### src/rtl/core/shabs_pkg.sv
// ----------------------------------------------------------------------------
// shabs_pkg
// Types, constants and round functions shared by the byte-stream SHA-256
// controller, datapath and top level.
// ----------------------------------------------------------------------------
package shabs_pkg;

  localparam int COUNT_W = 61;

  // Opcodes of the message channel
  localparam logic OP_ABSORB = 1'b0;
  localparam logic OP_FINISH = 1'b1;

  localparam logic [7:0] PAD_MARK = 8'h80;
  localparam logic [5:0] LEN_START = 6'd56;
  localparam logic [5:0] FILL_LAST = 6'd63;
  localparam logic [5:0] ROUND_LAST = 6'd63;
  localparam logic [2:0] WORD_LAST = 3'd7;

  localparam logic [31:0] INIT_H [0:7] = '{
    32'h6a09e667, 32'hbb67ae85, 32'h3c6ef372, 32'ha54ff53a,
    32'h510e527f, 32'h9b05688c, 32'h1f83d9ab, 32'h5be0cd19};

  localparam logic [31:0] ROUND_K [0:63] = '{
    32'h428a2f98, 32'h71374491, 32'hb5c0fbcf, 32'he9b5dba5,
    32'h3956c25b, 32'h59f111f1, 32'h923f82a4, 32'hab1c5ed5,
    32'hd807aa98, 32'h12835b01, 32'h243185be, 32'h550c7dc3,
    32'h72be5d74, 32'h80deb1fe, 32'h9bdc06a7, 32'hc19bf174,
    32'he49b69c1, 32'hefbe4786, 32'h0fc19dc6, 32'h240ca1cc,
    32'h2de92c6f, 32'h4a7484aa, 32'h5cb0a9dc, 32'h76f988da,
    32'h983e5152, 32'ha831c66d, 32'hb00327c8, 32'hbf597fc7,
    32'hc6e00bf3, 32'hd5a79147, 32'h06ca6351, 32'h14292967,
    32'h27b70a85, 32'h2e1b2138, 32'h4d2c6dfc, 32'h53380d13,
    32'h650a7354, 32'h766a0abb, 32'h81c2c92e, 32'h92722c85,
    32'ha2bfe8a1, 32'ha81a664b, 32'hc24b8b70, 32'hc76c51a3,
    32'hd192e819, 32'hd6990624, 32'hf40e3585, 32'h106aa070,
    32'h19a4c116, 32'h1e376c08, 32'h2748774c, 32'h34b0bcb5,
    32'h391c0cb3, 32'h4ed8aa4a, 32'h5b9cca4f, 32'h682e6ff3,
    32'h748f82ee, 32'h78a5636f, 32'h84c87814, 32'h8cc70208,
    32'h90befffa, 32'ha4506ceb, 32'hbef9a3f7, 32'hc67178f2};

  typedef struct packed {
    logic       op;
    logic [7:0] data_byte;
  } msg_t;

  typedef struct packed {
    logic [31:0] digest_word;
    logic [2:0]  word_index;
    logic        last;
    logic        length_overflow;
  } dig_t;

  typedef enum logic [2:0] {
    ST_IDLE,
    ST_PAD,
    ST_ROUNDS,
    ST_FOLD,
    ST_EMIT
  } state_t;

  typedef enum logic [1:0] {
    BYTE_MSG,
    BYTE_MARK,
    BYTE_ZERO,
    BYTE_LEN
  } byte_sel_t;

  typedef struct packed {
    logic       shift;
    byte_sel_t  byte_sel;
    logic [2:0] len_idx;
    logic       count_inc;
    logic       set_ovf;
    logic       init_v;
    logic       round;
    logic [5:0] round_idx;
    logic       fold;
    logic       load_out;
    logic [2:0] out_idx;
    logic       reinit;
  } cmd_t;

  typedef struct packed {
    logic count_full;
    logic out_free;
  } status_t;

  function automatic logic [31:0] bsig0(input logic [31:0] x);
    return {x[1:0], x[31:2]} ^ {x[12:0], x[31:13]} ^ {x[21:0], x[31:22]};
  endfunction

  function automatic logic [31:0] bsig1(input logic [31:0] x);
    return {x[5:0], x[31:6]} ^ {x[10:0], x[31:11]} ^ {x[24:0], x[31:25]};
  endfunction

  function automatic logic [31:0] ssig0(input logic [31:0] x);
    return {x[6:0], x[31:7]} ^ {x[17:0], x[31:18]} ^ {3'b000, x[31:3]};
  endfunction

  function automatic logic [31:0] ssig1(input logic [31:0] x);
    return {x[16:0], x[31:17]} ^ {x[18:0], x[31:19]} ^ {10'b0, x[31:10]};
  endfunction

endpackage

### src/rtl/core/shabs_ctrl.sv
// ----------------------------------------------------------------------------
// shabs_ctrl
// Sequencer: byte intake, padding, round count and digest word emission.
// ----------------------------------------------------------------------------
module shabs_ctrl (
  input  logic                clk,
  input  logic                rst,
  input  logic                msg_valid,
  input  logic                msg_op,
  output logic                msg_stall,
  input  shabs_pkg::status_t  status,
  output shabs_pkg::cmd_t     cmd
);

  shabs_pkg::state_t state, state_next;
  logic [5:0] fill;
  logic [5:0] rnd;
  logic [2:0] widx;
  logic       mark_done;
  logic       in_len;
  logic       accept;

  assign msg_stall = rst | (state != shabs_pkg::ST_IDLE);
  assign accept    = msg_valid & ~msg_stall;

  always_comb begin
    state_next = state;
    case (state)
      shabs_pkg::ST_IDLE: begin
        if (accept && msg_op == shabs_pkg::OP_FINISH) begin
          state_next = shabs_pkg::ST_PAD;
        end else if (accept && !status.count_full && fill == shabs_pkg::FILL_LAST) begin
          state_next = shabs_pkg::ST_ROUNDS;
        end
      end
      shabs_pkg::ST_PAD: begin
        if (fill == shabs_pkg::FILL_LAST) state_next = shabs_pkg::ST_ROUNDS;
      end
      shabs_pkg::ST_ROUNDS: begin
        if (rnd == shabs_pkg::ROUND_LAST) state_next = shabs_pkg::ST_FOLD;
      end
      shabs_pkg::ST_FOLD: begin
        if (in_len) state_next = shabs_pkg::ST_EMIT;
        else if (mark_done) state_next = shabs_pkg::ST_PAD;
        else state_next = shabs_pkg::ST_IDLE;
      end
      shabs_pkg::ST_EMIT: begin
        if (status.out_free && widx == shabs_pkg::WORD_LAST) state_next = shabs_pkg::ST_IDLE;
      end
      default: state_next = shabs_pkg::ST_IDLE;
    endcase
  end

  always_comb begin
    cmd           = '0;
    cmd.byte_sel  = shabs_pkg::BYTE_MSG;
    cmd.len_idx   = fill[2:0];
    cmd.round_idx = rnd;
    cmd.out_idx   = widx;
    case (state)
      shabs_pkg::ST_IDLE: begin
        if (accept && msg_op == shabs_pkg::OP_ABSORB) begin
          if (status.count_full) begin
            cmd.set_ovf = 1'b1;
          end else begin
            cmd.shift     = 1'b1;
            cmd.count_inc = 1'b1;
          end
        end
      end
      shabs_pkg::ST_PAD: begin
        cmd.shift = 1'b1;
        if (!mark_done) cmd.byte_sel = shabs_pkg::BYTE_MARK;
        else if (in_len || fill == shabs_pkg::LEN_START) cmd.byte_sel = shabs_pkg::BYTE_LEN;
        else cmd.byte_sel = shabs_pkg::BYTE_ZERO;
      end
      shabs_pkg::ST_ROUNDS: cmd.round = 1'b1;
      shabs_pkg::ST_FOLD:   cmd.fold = 1'b1;
      shabs_pkg::ST_EMIT: begin
        cmd.load_out = status.out_free;
        cmd.reinit   = status.out_free && widx == shabs_pkg::WORD_LAST;
      end
      default: cmd = '0;
    endcase
    cmd.init_v = cmd.shift && fill == shabs_pkg::FILL_LAST;
  end

  always_ff @(posedge clk) begin
    if (rst) begin
      state     <= shabs_pkg::ST_IDLE;
      fill      <= '0;
      rnd       <= '0;
      widx      <= '0;
      mark_done <= 1'b0;
      in_len    <= 1'b0;
    end else begin
      state <= state_next;
      if (cmd.shift) fill <= fill + 6'd1;
      if (cmd.round) rnd <= rnd + 6'd1;
      if (cmd.load_out) widx <= widx + 3'd1;
      if (cmd.reinit) begin
        mark_done <= 1'b0;
        in_len    <= 1'b0;
      end else if (cmd.shift) begin
        if (cmd.byte_sel == shabs_pkg::BYTE_MARK) mark_done <= 1'b1;
        if (cmd.byte_sel == shabs_pkg::BYTE_LEN) in_len <= 1'b1;
      end
    end
  end

endmodule

### src/rtl/core/shabs_dp.sv
// ----------------------------------------------------------------------------
// shabs_dp
// Datapath: 16-word schedule window, working variables, chaining state,
// length counter and the digest output register.
// ----------------------------------------------------------------------------
module shabs_dp (
  input  logic                clk,
  input  logic                rst,
  input  logic [7:0]          data_byte,
  input  shabs_pkg::cmd_t     cmd,
  output shabs_pkg::status_t  status,
  output logic                dig_valid,
  input  logic                dig_stall,
  output shabs_pkg::dig_t     dig
);

  logic [511:0]                   win;
  logic [31:0]                    v [0:7];
  logic [31:0]                    hs [0:7];
  logic [shabs_pkg::COUNT_W-1:0]  byte_count;
  logic                           ovf;

  logic [7:0][7:0] len_bytes;
  logic [7:0]      in_byte;
  logic [31:0]     w0, w1, w9, w14, w_new;
  logic [31:0]     t1, t2;

  assign len_bytes = {byte_count, 3'b000};

  always_comb begin
    case (cmd.byte_sel)
      shabs_pkg::BYTE_MSG:  in_byte = data_byte;
      shabs_pkg::BYTE_MARK: in_byte = shabs_pkg::PAD_MARK;
      shabs_pkg::BYTE_LEN:  in_byte = len_bytes[~cmd.len_idx];
      default:              in_byte = 8'h00;
    endcase
  end

  // Oldest word sits at the top of the window
  assign w0    = win[511:480];
  assign w1    = win[479:448];
  assign w9    = win[223:192];
  assign w14   = win[63:32];
  assign w_new = w0 + shabs_pkg::ssig0(w1) + w9 + shabs_pkg::ssig1(w14);

  assign t1 = v[7] + shabs_pkg::bsig1(v[4]) + ((v[4] & v[5]) ^ (~v[4] & v[6]))
            + shabs_pkg::ROUND_K[cmd.round_idx] + w0;
  assign t2 = shabs_pkg::bsig0(v[0]) + ((v[0] & v[1]) ^ (v[0] & v[2]) ^ (v[1] & v[2]));

  assign status.count_full = &byte_count;
  assign status.out_free   = ~dig_valid | ~dig_stall;

  always_ff @(posedge clk) begin
    if (cmd.shift) begin
      win <= {win[503:0], in_byte};
    end else if (cmd.round) begin
      win <= {win[479:0], w_new};
    end
    if (cmd.init_v) begin
      v <= hs;
    end else if (cmd.round) begin
      v[7] <= v[6];
      v[6] <= v[5];
      v[5] <= v[4];
      v[4] <= v[3] + t1;
      v[3] <= v[2];
      v[2] <= v[1];
      v[1] <= v[0];
      v[0] <= t1 + t2;
    end
    if (cmd.load_out) begin
      dig.digest_word     <= hs[cmd.out_idx];
      dig.word_index      <= cmd.out_idx;
      dig.last            <= (cmd.out_idx == shabs_pkg::WORD_LAST);
      dig.length_overflow <= ovf;
    end
  end

  always_ff @(posedge clk) begin
    if (rst) begin
      hs         <= shabs_pkg::INIT_H;
      byte_count <= '0;
      ovf        <= 1'b0;
      dig_valid  <= 1'b0;
    end else begin
      if (cmd.reinit) begin
        hs         <= shabs_pkg::INIT_H;
        byte_count <= '0;
        ovf        <= 1'b0;
      end else begin
        if (cmd.fold) begin
          for (int i = 0; i < 8; i++) hs[i] <= hs[i] + v[i];
        end
        if (cmd.count_inc) byte_count <= byte_count + 1'b1;
        if (cmd.set_ovf) ovf <= 1'b1;
      end
      if (cmd.load_out) dig_valid <= 1'b1;
      else if (!dig_stall) dig_valid <= 1'b0;
    end
  end

endmodule

### src/rtl/core/sha256_byte_stream_hasher.sv
// ----------------------------------------------------------------------------
// sha256_byte_stream_hasher
// SHA-256 over a byte stream: absorb bytes one per transfer, finish to pad,
// compress and return the digest as eight 32-bit words.
// ----------------------------------------------------------------------------
//
//  channel | signals                  | payload        | direction
//  --------+--------------------------+----------------+----------
//  msg     | msg_valid / msg_stall    | op, data_byte  | in
//  dig     | dig_valid / dig_stall    | digest_word,   | out
//          |                          | word_index,    |
//          |                          | last,          |
//          |                          | length_overflow|
//
// An absorb transfer takes in one byte; the 64th byte of a block then holds
// msg_stall for 64 rounds (one round per cycle) and the fold of the working
// variables into the chaining state. A finish inserts one pad byte per cycle
// up to the block end (one or two blocks of rounds), then loads the eight
// digest words one per cycle as dig_stall allows; the next message may start
// once the last word sits in the output register. Reset is synchronous and
// clears the sequencer, length counter, overflow flag and output valid; the
// chaining state returns to the standard initial values. A stalled digest
// word holds.
// ----------------------------------------------------------------------------
module sha256_byte_stream_hasher (
  input  logic             clk,
  input  logic             rst,
  input  logic             msg_valid,
  output logic             msg_stall,
  input  shabs_pkg::msg_t  msg,
  output logic             dig_valid,
  input  logic             dig_stall,
  output shabs_pkg::dig_t  dig
);

  shabs_pkg::cmd_t    cmd;
  shabs_pkg::status_t status;

  // Sequencer decides what the datapath does each cycle
  shabs_ctrl u_ctrl (
    .clk       (clk),
    .rst       (rst),
    .msg_valid (msg_valid),
    .msg_op    (msg.op),
    .msg_stall (msg_stall),
    .status    (status),
    .cmd       (cmd)
  );

  // Schedule window, rounds, chaining state and output register
  shabs_dp u_dp (
    .clk       (clk),
    .rst       (rst),
    .data_byte (msg.data_byte),
    .cmd       (cmd),
    .status    (status),
    .dig_valid (dig_valid),
    .dig_stall (dig_stall),
    .dig       (dig)
  );

  // Digest words go out back to back: the next word loads on the transfer
  a_no_gap: assert property (@(posedge clk) disable iff (rst)
    dig_valid && !dig_stall && !dig.last |=> dig_valid)
    else $error("gap between digest words");

  // Word index advances by one from transfer to transfer within a digest
  a_index_step: assert property (@(posedge clk) disable iff (rst)
    dig_valid && !dig_stall && !dig.last |=>
      dig.word_index == $past(dig.word_index) + 3'd1)
    else $error("digest word index out of order");

  // After the last word no further word is pending: a new digest needs rounds
  a_idle_after_last: assert property (@(posedge clk) disable iff (rst)
    dig_valid && !dig_stall && dig.last |=> !dig_valid)
    else $error("digest word after last");

endmodule
### config.mk
export PLATFORM = sky130hd
export DESIGN_NAME = sha256_byte_stream_hasher
export DESIGN_NICKNAME = d
export VERILOG_FILES = /design/src/rtl/core/shabs_pkg.sv /design/src/rtl/core/shabs_ctrl.sv /design/src/rtl/core/shabs_dp.sv /design/src/rtl/core/sha256_byte_stream_hasher.sv
export SDC_FILE = /design/constraint.sdc
export NUM_CORES = 2
export LEC_CHECK = 0
export BUFFER_PORTS_ARGS = -buffer_cell sky130_fd_sc_hd__buf_4
export CAP_MARGIN = 20
export CORE_MARGIN = 2
export CORE_UTILIZATION = 25
export DETAILED_ROUTE_END_ITERATION = 8
export PLACE_DENSITY = 0.45
export SYNTH_ARGS = -nofsm -noshare
export SYNTH_HDL_FRONTEND = slang
export SYNTH_SLANG_ARGS = --single-unit
### constraint.sdc
create_clock -name clk -period 21.5 [get_ports clk]
set_clock_uncertainty 0.15 [all_clocks]
set_input_delay 2.15 -clock clk [delete_from_list [all_inputs] [get_ports clk]]
set_output_delay 2.15 -clock clk [all_outputs]
set_load 0.05 [all_outputs]
==> impl_results.md <==
* First-pass detailed-route iteration total at 7
* Net switching fraction of the power at 0.319
* Die height at 555 um
* DRC errors left at 0
* Vias per cell at 4.92
* Achievable Freq at 91.0 MHz
* Final nets at 9204
* Detailed placement HPWL at 206000 um
* Cell leakage power at 34.4 nW
* Pin count of the biggest net entering global routing at 142
* Fin crit share at 0.511
* Post_cts resized at 0
* Crit end category: flop
* Ys Warns at 0
* Syn Nets at 9402
* Post-synthesis async set-or-reset flop share at 0
* Min-delay src: u_dp.ovf$_SDFFE_PP0P_
* Worst skew pair latency at 850 ps
* Crit path buffers/inverters at 4
* Crit Path Class: reg2reg
* Setup TNS at 0 ps
* Routability Congestion at 0.908
* Clk root buf: clkbuf_16
* CP max-delay cell: ha_1
* Synthesized area at 76000 um2
* Area Overhead vs Synth at 12.2%
* Peak supply drop at 0.0561 mV
* Pint at 4.69 mW
* Total power at 6.88 mW
* CP required at 21870 ps
* Largest delay share family, worst path: compound AO/OA/AOI/OAI gates
* First-pass GRT wire length at 413000 um
* Number of global-route vias before repair at 59.9k
* Unrepaired setup endpoints after global routing: false
* Total CTS buffers at 154
* Placeable core area at 303000 um2
* Syn Inst Count at 8800
* Crit. Startpoint: u_ctrl.state[0]$_SDFFE_PP0P_
* PD cells at 80.7 nW/um2
* Critical Path AT at 11360 ps
* Fin. Hold Viols at 0
* Clk sinks at 1144
* Register bit total from synthesis at 1144
* Reg power frac at 0.386
* # rows at 202
* H-tree levels at 4
* Status: complete, no violations
* Die Wd at 555 um
* Slew HR at 0.240
* Synth unique cells at 104
* First DRT Iteration DRCs at 5589
* Worst-Margin Slew at 1110 ps
* Clk buf depth at 4
* Nature of the critical path startpoint: flop
* Hold Buf Count CTS at 0
* Setup violations, final at 0
* Most frequent cells in the layout: nand2_1 (2682), edfxtp_1 (805), a21oi_1 (559)
* TritonCTS clock tree: built
* Most common cell after layout, fill and taps aside: nand2_1
* Number of routed nets with antenna violations at 0
* Die Area at 308000 um2
* Non-Filler Instances at 12.7k
* Final min period at 10990 ps
* Antenna violations before repair at 10
* Reg clk slew, reported paths at 60 ps
* Via count at 62.5k
* CP most frequent cell: a21oi_1
* Initial core utilization at 0.251
* Core Util, Final at 0.282
* Sw power at 2.19 mW
* R2r setup slk at 10510 ps
* Wire per inst at 22.2 um
* Max Cap Viol at 0
* Commonest register cell after synthesis: edfxtp_1
* Final Slew Violations at 0
* Postcts setup bufs at 0
* Syn Area/Cell at 8.64 um2
* Post-synth EDFFs at 805
* Total track usage at 0.177
* Final wirelength at 283000 um
* Crit-path max cell delay at 730 ps
* Comb power frac at 0.235
* Placed insts at 12.4k
* Io pins at 52
* Clock Power Share at 0.378
* Worst hold path class: reg2reg
* Share of layout cells above drive strength 1 at 0.0566
* Hold slack at 304 ps
* Sequential share of the synthesized area at 0.407
* Reg2reg start: u_ctrl.state[0]$_SDFFE_PP0P_
* Port Buffers at 51
* Worst-path maximum fanout at 31
* Grt ovf at 0
final timing paths:
| path | endpoint | depth (start not counted) |
|---|---|---|
| min | u_dp.dig[0]$_DFFE_PP_ | 0 |
| max reg2reg | u_dp.v[255]$_DFFE_PP_ | 37 |
| min reg2reg | u_dp.dig[0]$_DFFE_PP_ | 0 |
| max | u_dp.v[255]$_DFFE_PP_ | 37 |
state kept, by name, indices dropped and copies added (netlist names):
register          flops
u_ctrl.fill           6
u_dp.byte_count      61
u_ctrl.state          3
u_ctrl.rnd            6
u_dp.hs             256
u_dp.ovf              1
u_ctrl.widx           3
u_ctrl.mark_done      1
u_dp.v              256
u_dp.dig             37
u_dp.dig_valid        1
u_ctrl.in_len         1
u_dp.win            512
layout make-up:
class / count / area, um2
antenna: 4 / 10.0
clock buffer: 199 / 4180
clock inverter: 79 / 800
fill: 32436 / 218000
inverter: 296 / 1110
multi-input combinational: 6843 / 41900
sequential: 1144 / 31000
tap: 3978 / 4980
timing repair buffer: 163 / 1270
cells in the mapped netlist (22+ instances only):
cell type / instances / area [um2]
inv_1: 293 / 1100
clkbuf_1: 387 / 1450
nor3_1: 97 / 485
o21ai_1: 28 / 140
a21oi_1: 559 / 2800
edfxtp_1: 805 / 24200
o31ai_1: 31 / 233
o21ai_0: 415 / 2080
or3_1: 37 / 231
o21a_1: 66 / 495
and3_1: 51 / 319
xor2_1: 217 / 1900
nand3_1: 204 / 1020
nand2b_1: 62 / 388
buf_1: 25 / 93.8
ha_1: 394 / 4930
xnor2_1: 392 / 3430
buf_2: 97 / 485
nor2b_1: 80 / 500
dfxtp_1: 339 / 6790
mux2i_1: 28 / 280
a211oi_1: 99 / 743
fa_1: 195 / 3900
maj3_1: 24 / 240
o211ai_1: 111 / 833
nor2_1: 434 / 1630
and2_1: 22 / 138
nand4_1: 29 / 181
nand2_1: 2688 / 10100
a31oi_1: 62 / 388
a21o_1: 170 / 1280
o21bai_1: 42 / 315
stage by stage:
stage          area (um2)  setup WS [ps]
6_report            85300          10510
5_1_grt             85200           9790
4_1_cts             85200          10510
3_5_place_dp        80300          10600
3_3_place_gp        80200          10560
2_1_floorplan       76000           6000
power by group through the flow:
stage | Sequential, mW | Clock [mW] | Combinational [mW]
6_report | 2.66 | 2.60 | 1.62
3_3_place_gp | 2.70 | 0 | 1.61
4_1_cts | 2.66 | 2.67 | 1.63
5_1_grt | 2.67 | 2.74 | 1.81
2_1_floorplan | 2.68 | 0 | 1.17
3_5_place_dp | 2.70 | 0 | 1.62
logic make-up after synthesis:
kind of cell	Yosys count	synth area share
simple gates	3786	0.206
compound gates	1786	0.147
flops	1144	0.407
buf+inv	813	0.0423
fa+ha+maj	613	0.119
xor+xnor	610	0.0704
mux	48	0.00769
routing by layer:
layer  GRT usage  vias up  routed length (um)
met4      0.0499        2                8070
met3      0.0194      328               13600
met5           0        -                  13
li1            -    29821                   -
met2       0.285     1590              130000
met1       0.250    30762              131000
worst register-to-register path, delay by kind of cell (launching register included):
kind / cells / cell delay, ps
xor+xnor: 3 / 670
compound gates: 17 / 3780
fa+ha+maj: 7 / 3230
simple gates: 6 / 1610
buf+inv: 4 / 860
flops: 1 / 390
No activity file was read; power rests on OpenSTA's default activity.
